File: config.mk
export PLATFORM = sky130hd
export DESIGN_NAME = lpr_session_classifier_core
export DESIGN_NICKNAME = d
export VERILOG_FILES = /design/src/hw/rtl/lprsc_pkg.sv /design/src/hw/rtl/lprsc_session_eval.sv /design/src/hw/rtl/lpr_session_classifier_core.sv
export VERILOG_INCLUDE_DIRS = /design/src /design/src/hw/rtl
export SDC_FILE = /design/constraint.sdc
export NUM_CORES = 2
export LEC_CHECK = 0
export BUFFER_PORTS_ARGS = -buffer_cell sky130_fd_sc_hd__buf_4
export CORE_ASPECT_RATIO = 1.1
export CORE_MARGIN = 2
export CORE_UTILIZATION = 25
export DETAILED_ROUTE_END_ITERATION = 7
export GPL_ROUTABILITY_DRIVEN = 0
export GPL_TIMING_DRIVEN = 1
export HOLD_SLACK_MARGIN = 0.1
export PLACE_DENSITY = 0.43
export SETUP_SLACK_MARGIN = 0.05
export SLEW_MARGIN = 20
export SYNTH_ARGS = -nofsm -noshare
export SYNTH_HDL_FRONTEND = slang
export SYNTH_HIERARCHICAL = 1
export SYNTH_SLANG_ARGS = --single-unit
File: constraint.sdc
create_clock -name clock -period 29.3 [get_ports clock]
set_input_delay 0 -clock clock [delete_from_list [all_inputs] [get_ports clock]]
set_output_delay 0 -clock clock [all_outputs]
set_load 0.01 [all_outputs]
File: src/hw/rtl/lpr_session_classifier_core_assert.svh
// assertion macros for the line-printer session classifier
`ifndef LPR_SESSION_CLASSIFIER_CORE_ASSERT_SVH
`define LPR_SESSION_CLASSIFIER_CORE_ASSERT_SVH

// same-cycle implication
`define LPRSC_ASSERT_NOW(label, clk, rst, ante, cons, msg) \
   label: assert property (@(posedge clk) disable iff (rst) (ante) |-> (cons)) \
      else $error(msg);

// next-cycle implication
`define LPRSC_ASSERT_NEXT(label, clk, rst, ante, cons, msg) \
   label: assert property (@(posedge clk) disable iff (rst) (ante) |=> (cons)) \
      else $error(msg);

`endif

File: src/hw/rtl/lprsc_pkg.sv
// types and codes shared by the line-printer session classifier
package lprsc_pkg;

   localparam logic [2:0] PH_COMMAND = 3'd0;
   localparam logic [2:0] PH_RECEIVE = 3'd1;
   localparam logic [2:0] PH_REPLY1  = 3'd2;
   localparam logic [2:0] PH_REPLY   = 3'd3;
   localparam logic [2:0] PH_IGNORE  = 3'd4;

   localparam logic [1:0] V_INPROC   = 2'd0;
   localparam logic [1:0] V_FOUND    = 2'd1;
   localparam logic [1:0] V_NOMATCH  = 2'd2;
   localparam logic [1:0] V_INCOMPAT = 2'd3;

   localparam logic [3:0] THRESHOLD_RESET = 4'd2;

   typedef struct packed {
      logic       empty_packet;
      logic       last_byte;
      logic       first_byte;
      logic [7:0] data_byte;
      logic       from_initiator;
      logic [7:0] flow_id;
   } item_type;

   typedef struct packed {
      logic [2:0] phase;
      logic [3:0] count;
   } entry_type;

   typedef struct packed {
      logic [15:0] position;
      logic [7:0]  lead;
      logic [1:0]  field;
      logic        bad;
   } pkt_state_type;

   typedef struct packed {
      logic       has_result;
      logic       write;
      logic [1:0] verdict;
   } eval_out_type;

endpackage

File: src/hw/rtl/lprsc_session_eval.sv
// per-byte syntax checks and verdict / phase update for one request
module lprsc_session_eval (
   input  lprsc_pkg::item_type      item,
   input  lprsc_pkg::entry_type     entry,
   input  lprsc_pkg::pkt_state_type pkt,
   input  logic [3:0]               threshold,
   output lprsc_pkg::entry_type     entry_next,
   output lprsc_pkg::pkt_state_type pkt_next,
   output lprsc_pkg::eval_out_type  result
);
   import lprsc_pkg::*;

   localparam logic [7:0] LF = 8'h0A;
   localparam logic [7:0] CMD_PRINT   = 8'd1;
   localparam logic [7:0] CMD_RECEIVE = 8'd2;
   localparam logic [7:0] CMD_QUEUE   = 8'd3;
   localparam logic [7:0] CMD_REMOVE  = 8'd5;
   localparam logic [7:0] SUB_ABORT   = 8'd1;
   localparam logic [7:0] SUB_CONTROL = 8'd2;
   localparam logic [7:0] SUB_DATA    = 8'd3;
   localparam logic [1:0] FP_START  = 2'd0;
   localparam logic [1:0] FP_DIGITS = 2'd1;
   localparam logic [1:0] FP_NAME   = 2'd2;
   localparam logic [15:0] POS_MAX  = 16'hFFFF;

   function automatic logic is_graph(input logic [7:0] b);
      return (b >= 8'h21) && (b <= 8'h7E);
   endfunction

   function automatic logic is_digit(input logic [7:0] b);
      return (b >= 8'h30) && (b <= 8'h39);
   endfunction

   function automatic logic is_ws(input logic [7:0] b);
      return ((b >= 8'h09) && (b <= 8'h0D)) || (b == 8'h20);
   endfunction

   logic [15:0] pos;
   logic [3:0]  count_sat;
   logic [7:0]  b;

   always_comb begin
      b          = item.data_byte;
      pos        = item.first_byte ? 16'd0 : pkt.position;
      count_sat  = (entry.count != 4'hF) ? entry.count + 4'd1 : 4'hF;
      pkt_next   = pkt;
      entry_next = entry;
      result.has_result = item.empty_packet | item.last_byte;
      result.write      = 1'b0;
      result.verdict    = V_INCOMPAT;
      if (item.empty_packet) begin
         result.verdict = V_INPROC;
      end else begin
         pkt_next.position = (pos != POS_MAX) ? pos + 16'd1 : POS_MAX;
         if (pos == 16'd0) begin
            pkt_next.lead  = b;
            pkt_next.field = FP_START;
            pkt_next.bad   = 1'b0;
         end else if (!item.last_byte) begin
            // inner byte checks
            if (entry.phase == PH_COMMAND) begin
               if (pkt.lead == CMD_RECEIVE && !is_graph(b)) begin
                  pkt_next.bad = 1'b1;
               end
            end else if (entry.phase == PH_RECEIVE) begin
               if (pkt.lead == SUB_ABORT) begin
                  pkt_next.bad = 1'b1;
               end else if (pkt.lead == SUB_CONTROL || pkt.lead == SUB_DATA) begin
                  if (pkt.field == FP_START) begin
                     if (is_digit(b)) begin
                        pkt_next.field = FP_DIGITS;
                     end else begin
                        pkt_next.bad = 1'b1;
                     end
                  end else if (pkt.field == FP_DIGITS) begin
                     if (b == LF) begin
                        pkt_next.bad = 1'b1;
                     end else if (is_ws(b)) begin
                        pkt_next.field = FP_NAME;
                     end else if (!is_digit(b)) begin
                        pkt_next.bad = 1'b1;
                     end
                  end else begin
                     if (!is_graph(b)) begin
                        pkt_next.bad = 1'b1;
                     end
                  end
               end
            end
         end
         if (item.last_byte) begin
            result.write = 1'b1;
            unique case (entry.phase)
               PH_COMMAND: begin
                  if (item.from_initiator && pos >= 16'd2) begin
                     if (pkt_next.lead == CMD_RECEIVE) begin
                        if (!pkt_next.bad && b == LF) begin
                           entry_next.phase = PH_REPLY;
                           result.verdict   = V_INPROC;
                        end
                     end else if (pkt_next.lead == CMD_PRINT ||
                                  (pkt_next.lead >= CMD_QUEUE &&
                                   pkt_next.lead <= CMD_REMOVE)) begin
                        entry_next.phase = PH_IGNORE;
                        result.verdict   = V_INPROC;
                     end
                  end
               end
               PH_RECEIVE: begin
                  if (!item.from_initiator) begin
                     result.verdict = V_INPROC;
                  end else if (pkt_next.lead == SUB_ABORT) begin
                     if (pos == 16'd1 && b == LF) begin
                        entry_next.phase = PH_REPLY;
                        result.verdict   = V_INPROC;
                     end
                  end else if (pkt_next.lead == SUB_CONTROL ||
                               pkt_next.lead == SUB_DATA) begin
                     if (pos >= 16'd4 && b == LF && !pkt_next.bad &&
                         pkt_next.field == FP_NAME) begin
                        entry_next.phase = PH_REPLY1;
                        result.verdict   = V_INPROC;
                     end
                  end
               end
               PH_REPLY1, PH_REPLY: begin
                  if (item.from_initiator) begin
                     result.verdict = V_INPROC;
                  end else if (pos != 16'd0) begin
                     result.verdict = V_NOMATCH;
                  end else begin
                     entry_next.count = count_sat;
                     if (count_sat >= threshold) begin
                        entry_next.phase = PH_IGNORE;
                        result.verdict   = V_FOUND;
                     end else begin
                        entry_next.phase = (entry.phase == PH_REPLY1) ? PH_REPLY
                                                                      : PH_RECEIVE;
                        result.verdict   = V_INPROC;
                     end
                  end
               end
               PH_IGNORE: begin
                  result.verdict = V_INPROC;
               end
               default: begin
                  result.verdict = V_INCOMPAT;
               end
            endcase
         end
      end
   end

endmodule

File: src/hw/rtl/lpr_session_classifier_core.sv
// line-printer session classifier top level
//
// requests arrive on req_* one payload byte each, tagged with flow, direction,
// first/last marks (first and direction and empty in req_tuser, last in
// req_tlast). a verdict is returned on rsp_* for each last byte and for each
// empty packet; other bytes give no response.
// the per-flow phase and reply count sit in a one-port-read, one-port-write
// memory with a registered read port; a valid bit per entry makes an entry
// never written read as command phase with zero count.
// a request is read from memory at the accept edge, then evaluated and written
// back when the evaluate stage moves on; a write that lands at the same edge
// as the next read of that entry is forwarded.
// throughput: one request per cycle while no verdict waits on a full output.
// rsp_tvalid is registered, set as the evaluate stage passes on its verdict.
// when rsp_tready is low the held verdict stays in the output register; bytes
// without a verdict keep flowing, the next request with a verdict waits in the
// evaluate stage and req_tready drops.
// reset (synchronous) clears all valid bits, the packet state and sets the
// reply threshold to two; no clearing pass is needed.
// csr_wr_en writes the reply threshold; write it only while idle.
module lpr_session_classifier_core #(
   parameter int FLOW_COUNT = 256
) (
   input  logic        clock,
   input  logic        reset,
   input  logic        req_tvalid,
   output logic        req_tready,
   input  logic [15:0] req_tdata,  // flow_id, data_byte
   input  logic [2:0]  req_tuser,  // from_initiator, first_byte, empty_packet
   input  logic        req_tlast,
   output logic        rsp_tvalid,
   input  logic        rsp_tready,
   output logic [15:0] rsp_tdata,  // verdict, verdict_flow, zero fill
   input  logic        csr_wr_en,
   input  logic [3:0]  csr_wr_data
);
   import lprsc_pkg::*;

   localparam int DEPTH   = (FLOW_COUNT < 256) ? FLOW_COUNT : 256;
   localparam int IDX_W   = (DEPTH > 1) ? $clog2(DEPTH) : 1;
   localparam int ENTRY_W = $bits(entry_type);

   function automatic logic [256*IDX_W-1:0] build_flow_map();
      logic [256*IDX_W-1:0] map;
      map = '0;
      for (int i = 0; i < 256; i++) begin
         map[i*IDX_W +: IDX_W] = IDX_W'(i % DEPTH);
      end
      return map;
   endfunction

   localparam logic [256*IDX_W-1:0] FLOW_MAP = build_flow_map();

   logic [ENTRY_W-1:0] mem [DEPTH];
   logic [ENTRY_W-1:0] rd_ff;
   logic [DEPTH-1:0]   valid_ff;

   item_type      req_item;
   logic [IDX_W-1:0] req_idx;
   logic          req_fire;

   logic          s1_valid_ff;
   item_type      s1_item_ff;
   logic [IDX_W-1:0] s1_idx_ff;
   logic          fwd_hit_ff;
   entry_type     fwd_entry_ff;
   pkt_state_type pkt_ff;
   logic [3:0]    threshold_ff;
   logic          rsp_valid_ff;
   logic [1:0]    rsp_verdict_ff;
   logic [7:0]    rsp_flow_ff;

   entry_type     s1_entry;
   entry_type     entry_in;
   pkt_state_type pkt_in;
   eval_out_type  eval;
   logic          out_free;
   logic          s1_fire;
   logic          wr_en;

   assign req_item.flow_id        = req_tdata[7:0];
   assign req_item.data_byte      = req_tdata[15:8];
   assign req_item.from_initiator = req_tuser[0];
   assign req_item.first_byte     = req_tuser[1];
   assign req_item.empty_packet   = req_tuser[2];
   assign req_item.last_byte      = req_tlast;
   assign req_idx = FLOW_MAP[req_item.flow_id*IDX_W +: IDX_W];

   assign out_free   = !rsp_valid_ff || rsp_tready;
   assign s1_fire    = s1_valid_ff && (!eval.has_result || out_free);
   assign req_tready = !s1_valid_ff || s1_fire;
   assign req_fire   = req_tvalid && req_tready;
   assign wr_en      = s1_fire && eval.write;

   always_comb begin
      if (fwd_hit_ff) begin
         s1_entry = fwd_entry_ff;
      end else if (valid_ff[s1_idx_ff]) begin
         s1_entry = entry_type'(rd_ff);
      end else begin
         s1_entry = '0;
      end
   end

   lprsc_session_eval u_eval (
      .item       (s1_item_ff),
      .entry      (s1_entry),
      .pkt        (pkt_ff),
      .threshold  (threshold_ff),
      .entry_next (entry_in),
      .pkt_next   (pkt_in),
      .result     (eval)
   );

   always_ff @(posedge clock) begin
      if (wr_en) begin
         mem[s1_idx_ff] <= ENTRY_W'(entry_in);
      end
      if (req_fire) begin
         rd_ff <= mem[req_idx];
      end
   end

   always_ff @(posedge clock) begin
      if (reset) begin
         valid_ff     <= '0;
         s1_valid_ff  <= 1'b0;
         fwd_hit_ff   <= 1'b0;
         pkt_ff       <= '0;
         threshold_ff <= THRESHOLD_RESET;
         rsp_valid_ff <= 1'b0;
      end else begin
         if (wr_en) begin
            valid_ff[s1_idx_ff] <= 1'b1;
         end
         if (csr_wr_en) begin
            threshold_ff <= csr_wr_data;
         end
         if (s1_fire) begin
            pkt_ff <= pkt_in;
         end
         if (req_fire) begin
            s1_valid_ff <= 1'b1;
            fwd_hit_ff  <= wr_en && (s1_idx_ff == req_idx);
         end else if (s1_fire) begin
            s1_valid_ff <= 1'b0;
            fwd_hit_ff  <= 1'b0;
         end
         if (s1_fire && eval.has_result) begin
            rsp_valid_ff <= 1'b1;
         end else if (rsp_tready) begin
            rsp_valid_ff <= 1'b0;
         end
      end
   end

   always_ff @(posedge clock) begin
      if (req_fire) begin
         s1_item_ff   <= req_item;
         s1_idx_ff    <= req_idx;
         fwd_entry_ff <= entry_in;
      end
      if (s1_fire && eval.has_result) begin
         rsp_verdict_ff <= eval.verdict;
         rsp_flow_ff    <= s1_item_ff.flow_id;
      end
   end

   assign rsp_tvalid = rsp_valid_ff;
   assign rsp_tdata  = {6'd0, rsp_flow_ff, rsp_verdict_ff};

`include "lpr_session_classifier_core_assert.svh"

   `LPRSC_ASSERT_NOW(a_fwd_needs_item, clock, reset, fwd_hit_ff, s1_valid_ff, "forward without item")
   `LPRSC_ASSERT_NEXT(a_accept_loads, clock, reset, req_tvalid && req_tready, s1_valid_ff, "accepted request lost")
   `LPRSC_ASSERT_NEXT(a_result_shown, clock, reset, s1_fire && eval.has_result, rsp_tvalid, "verdict not presented")
   `LPRSC_ASSERT_NEXT(a_csr_write, clock, reset, csr_wr_en, threshold_ff == $past(csr_wr_data), "threshold write lost")

endmodule

# --- Yosys cells after proc, flatten, opt, wreduce, memory -nomap -nowiden ---
# Memory sizes are Yosys's and may differ from the RTL's. A register that Yosys moved wholly into a read port is not among the register bits.
# Index checks and enable logic that the tools add are counted.
word_totals:
  ramBits: 1792
  memories: 1
  out_inout_bits: 18
  latchBits: 0
  romBits: 0
  wordCells: 165
  input_bits: 29
  regBits: 335
classes:
  n_mul: 0
  reduce_logical: 37
  n_div: 0
  magnitude_cmp: 13
  bitwise: 3
  n_addsub: 2
  mux: 70
  n_eq_ne: 18
  n_shift: 1
memory_table:
  columns: ["name", "depth", "width", "read_ports", "rd_clocked_by_memory_dff", "write_ports", "line", "rtl"]
  rows:
  - ["mem", 256, 7, 1, 1, 1, "lpr_session_classifier_core.sv:54", "logic [ENTRY_W-1:0] mem [DEPTH];"]
ops:
  columns: ["cell", "count"]
  rows:
  - ["$shiftx A2048 B12 Y8 const A", 1]
  - ["$or A256 B256 Y256", 1]
  - ["$mux W3", 17]
  - ["$mux W7", 6]
  - ["$mux W2", 18]
  - ["$eq A8 B2 Y1 const B", 4]
  - ["$mux W16", 2]
  - ["$mux W1", 19]
  - ["$logic_and A1 B1 Y1", 17]
  - ["$add A16 B1 Y16 const B", 1]
  - ["$eq A16 B1 Y1 const B", 1]
  - ["$eq A8 B1 Y1 const B", 2]
  - ["$ge A16 B2 Y1 const B", 1]
  - ["$ge A16 B3 Y1 const B", 1]
  - ["$ge A8 B6 Y1 const B", 2]
  - ["$logic_not A16 Y1", 1]
  - ["$mux W8", 2]
  - ["$ne A16 B16 Y1 const B", 1]
  - ["$reduce_bool A16 Y1", 1]
  - ["$lt A8 B9 Y1 const B", 1]
  - ["$pmux W3 S3", 1]
  - ["$bmux W1 S8", 1]
  - ["$demux W1 S8", 1]
  - ["$eq A8 B4 Y1 const B", 1]
  - ["other kinds (28)", 41]

# --- Longest topological paths before layout ---
logic_depth:
  word_depth: 27
  depth_mapped: 21
  depth_no_buf: 17

# --- Modules after synthesis ---
# Netlist, hierarchy kept.
modules_own_cells:
  columns: ["mod", "instances", "area_per_inst_um2", "cells_each", "seq_area_each_um2"]
  rows:
  - ["lpr_session_classifier_core", 1, 81622.0, 4192, 60938.4]
  - ["lprsc_session_eval", 1, 1531.5, 239, 0.0]

# --- Worst setup path before layout ---
# No wires, ideal clock.
synth_path:
  path_kind: "register -> register"
  from: "register, netlist name s1_item_ff[0]"
  to: "register fwd_entry_ff[0] (netlist name) (data pin)"
  path_buffers: 2
  required_time_ps: 27101
  synth_period_minus_slack_ps: 15224
  path_slack_ps: 14076
  arrival_time_ps: 13025
  path_stages_with_launch: 11
  setup_ps: 2199
  path_cell_list: "edfxtp_1 > buf_6 > buf_8 > mux4_1 > a221oi_2 > o22ai_1 > a2111oi_2 > a31oi_1 > nor3_1 > nand3_1 > o21ai_0"
synth_rtl:
  columns: ["element", "line", "rtl"]
  rows:
  - ["end signal: assignment", "lpr_session_classifier_core.sv:161", "fwd_entry_ff <= entry_in;"]
  - ["end: declaration", "lpr_session_classifier_core.sv:66", "entry_type fwd_entry_ff;"]

==> results.sh <==
export IMPL_status="finished, final reports clean"
export IMPL_crit_path_start_kind="flop"
export IMPL_routedWlPerCell_um=26.3
export IMPL_start_util_pct=25.1
export IMPL_relSlewSlack_pct=21.8
export IMPL_die_x_um=554
export IMPL_via_per_inst=4.65
export IMPL_yosysTopAreaCell="edfxtp_1"
export IMPL_first_pass_iters=5
export IMPL_synthTopCellsByCount="edfxtp_1 (1836), nor2_1 (705), mux4_2 (611), dfxtp_1 (290), a21oi_1 (217)"
export IMPL_ys_dominant_reg_cell="edfxtp_1"
export IMPL_avgSynthCellArea_um2=18.8
export IMPL_hpwl_um=147000
export IMPL_clk_pin_slew_ns=0.06
export IMPL_post_route_period_util_pct=31.3
export IMPL_tritoncts="built"
export IMPL_vias=42600
export IMPL_netlist_instances=4431
export IMPL_syn_to_final_growth_pct=16.1
export IMPL_reg2reg_setup_slack_ns=20.12
export IMPL_ys_top_cells_by_area="edfxtp_1 (66%), mux4_2 (17%), dfxtp_1 (7.0%)"
export IMPL_total_power_mw=6.32
export IMPL_hold_violations=0
export IMPL_path_cells="buf_4, buf_4, mux4_1, nor2b_1, a211oi_1, a2111oi_0, a2111oi_2, a31oi_1, or3_1, a221oi_1, a211oi_4, or4_1, and2_1, o311ai_4, buf_12, buf_4"
export IMPL_dieArea_um2=337000
export IMPL_synth_area_um2=83200
export IMPL_rsz0062_at_grt="no"
export IMPL_worstPathRequired_ns=29.81
export IMPL_path_common_cell="buf_4"
export IMPL_yosysUniqueCellTypes=77
export IMPL_cp_slowest_cell="a2111oi_2"
export IMPL_dpl_cell_area_um2=89000
export IMPL_crit_path_end_kind="flop"
export IMPL_cts_made_buffers=222
export IMPL_worstPathMaxFanout=157
export IMPL_p_per_area_nw_per_um2=65.4
export IMPL_drt_iter0_drc=3979
export IMPL_ir_drop_uv=45.4
export IMPL_synth_most_common_cell="edfxtp_1"
export IMPL_finalSetupViolCount=0
export IMPL_whs_ns=0.170
export IMPL_clock_sinks=2126
export IMPL_ys_seq_elements=2126
export IMPL_setup_tns_ns=0
export IMPL_max_stage_delay_ns=0.93
export IMPL_coreArea_um2=332000
export IMPL_gr_total_overflow=0
export IMPL_hold_class="in2reg"
export IMPL_cts_buffer_depth=4
export IMPL_portBuffers=40
export IMPL_final_layout_size_suffix_gt1_share_pct=24.6
export IMPL_grt_pass1_vias=43800
export IMPL_row_count=222
export IMPL_grt_usage_pct=14.0
export IMPL_finalWirelength_um=241000
export IMPL_grt_pass1_wl_um=342000
export IMPL_antenna_found_initial=16
export IMPL_htree_levels=4
export IMPL_final_nets=4656
export IMPL_synth_edff_count=1836
export IMPL_slew_viol_final=0
export IMPL_worst_pin_slew_ns=1.17
export IMPL_io_pins=47
export IMPL_fmax_ghz=0.109
export IMPL_final_area_um2=96600
export IMPL_crit_arrival_ns=9.69
export IMPL_async_flop_share_pct=0
export IMPL_skew_ns=0.0485
export IMPL_drv_cap=0
export IMPL_grt_max_degree=210
export IMPL_cellLeakagePower_nw=30.2
export IMPL_die_y_um=609
export IMPL_final_min_clock_period_ns=9.18
export IMPL_seq_area_frac_synth_pct=73.3
export IMPL_drc=0
export IMPL_cp_num_buf_inv=4
export IMPL_critPathKind="reg2reg"
export IMPL_clk_latency_ns=0.89
export IMPL_ant_nets=0
export IMPL_post_cts_setup_buffers=0
export IMPL_synth_top_cell_area_share_pct=66.3
export IMPL_clockRootBuffer="clkbuf_16"
export IMPL_ys_warn_count=6
export IMPL_crit_family="buffers and inverters"
==> cell usage in the layout, fill, tap and decap left out, drive strengths merged, types with 6 or more instances in the layout <==
master,netlist,final
mux2,18,18
nor2,706,706
nand2b,12,12
and3,11,11
bufinv,0,13
nand2,105,105
o21ai,16,16
clkbuf,165,290
edfxtp,1836,1836
clkinv,1,84
a22oi,67,67
or4,7,7
o22a,7,7
nor4,11,11
buf,106,171
mux4,623,623
a31oi,18,18
nand3,32,32
a21oi,217,217
xor2,7,7
inv,20,23
mux2i,22,22
conb,1,6
nand4,10,10
nor2b,19,19
ha,9,9
clkinvlp,0,9
and2,8,8
dfxtp,290,290
dlygate4sd3,0,58
nor3,21,21
==> flip-flops by register name (all words and copies together), names as in the netlist <==
register        cells
mem              1792
valid_ff          256
pkt_ff             27
s1_item_ff         20
rsp_flow_ff         8
fwd_entry_ff        7
rd_ff               7
threshold_ff        4
rsp_verdict_ff      2
fwd_hit_ff          1
rsp_tvalid          1
s1_valid_ff         1
==> layer usage <==
metal  GRT usage (%)  vias to the layer above  wire length (um)
li1                -                    18100                 -
met1            19.2                    23000            106000
met2            23.2                     1212            117000
met3            2.29                      300             12700
met4            3.41                        2              5300
met5               0                        -                11
==> path summary, 6_finish.rpt <==
| check | start | to | depth (start not counted) |
|---|---|---|---|
| max | s1_item_ff[0] | mem[129][4] | 16 |
| min | req_tdata[5] | s1_item_ff[5] | 2 |
| max reg2reg | s1_item_ff[0] | mem[129][4] | 16 |
| min reg2reg | valid_ff[133] | valid_ff[133] | 2 |
==> logic make-up (layout without fill, tap and decap cells) <==
family / count (synthesis) / after routing / share of synthesized area [%]
simple gates: 966 / 966 / 4.85
mux: 663 / 663 / 17.4
flops: 2126 / 2126 / 73.3
buf+inv: 292 / 648 / 1.53
compound gates: 366 / 366 / 2.68
other cells: 1 / 9 / 0.00451
fa+ha+maj: 9 / 9 / 0.135
xor+xnor: 8 / 8 / 0.0843
==> metrics by stage <==
step	worst slack, ns	util, %	std cells
after global routing	19.41	29.1	9161
after floorplan	14.08	-	4436
after detailed placement	20.22	26.8	8703
after CTS	20.21	29.1	9159
final	20.12	29.1	9163
after global placement	20.36	26.8	8702
==> what timing repair did <==
action | in CTS | in global routing
gates resized for setup | 0 | 0
hold buffers | 58 | 0
endpoints found under the hold margin | 185 | 0
endpoints found under the setup margin | 0 | 0
==> layout make-up <==
class | instances | area [um2]
clock buffers | 290 | 5950
well taps | 4368 | 5470
repair buffers | 229 | 1970
inverters | 21 | 78.8
multi-input cells | 2018 | 21200
flip-flops and latches | 2126 | 60900
fillers | 32700 | 235000
clock inverters | 108 | 908
diodes | 3 | 7.51
==> where the power goes <==
part | internal (mW) | switching, mW | total, mW
sequential | 3.29 | 0.00868 | 3.30
clock | 1.54 | 1.18 | 2.71
combinational | 0.113 | 0.197 | 0.310
total | 4.94 | 1.38 | 6.32
(Power assumes the default switching activity.)
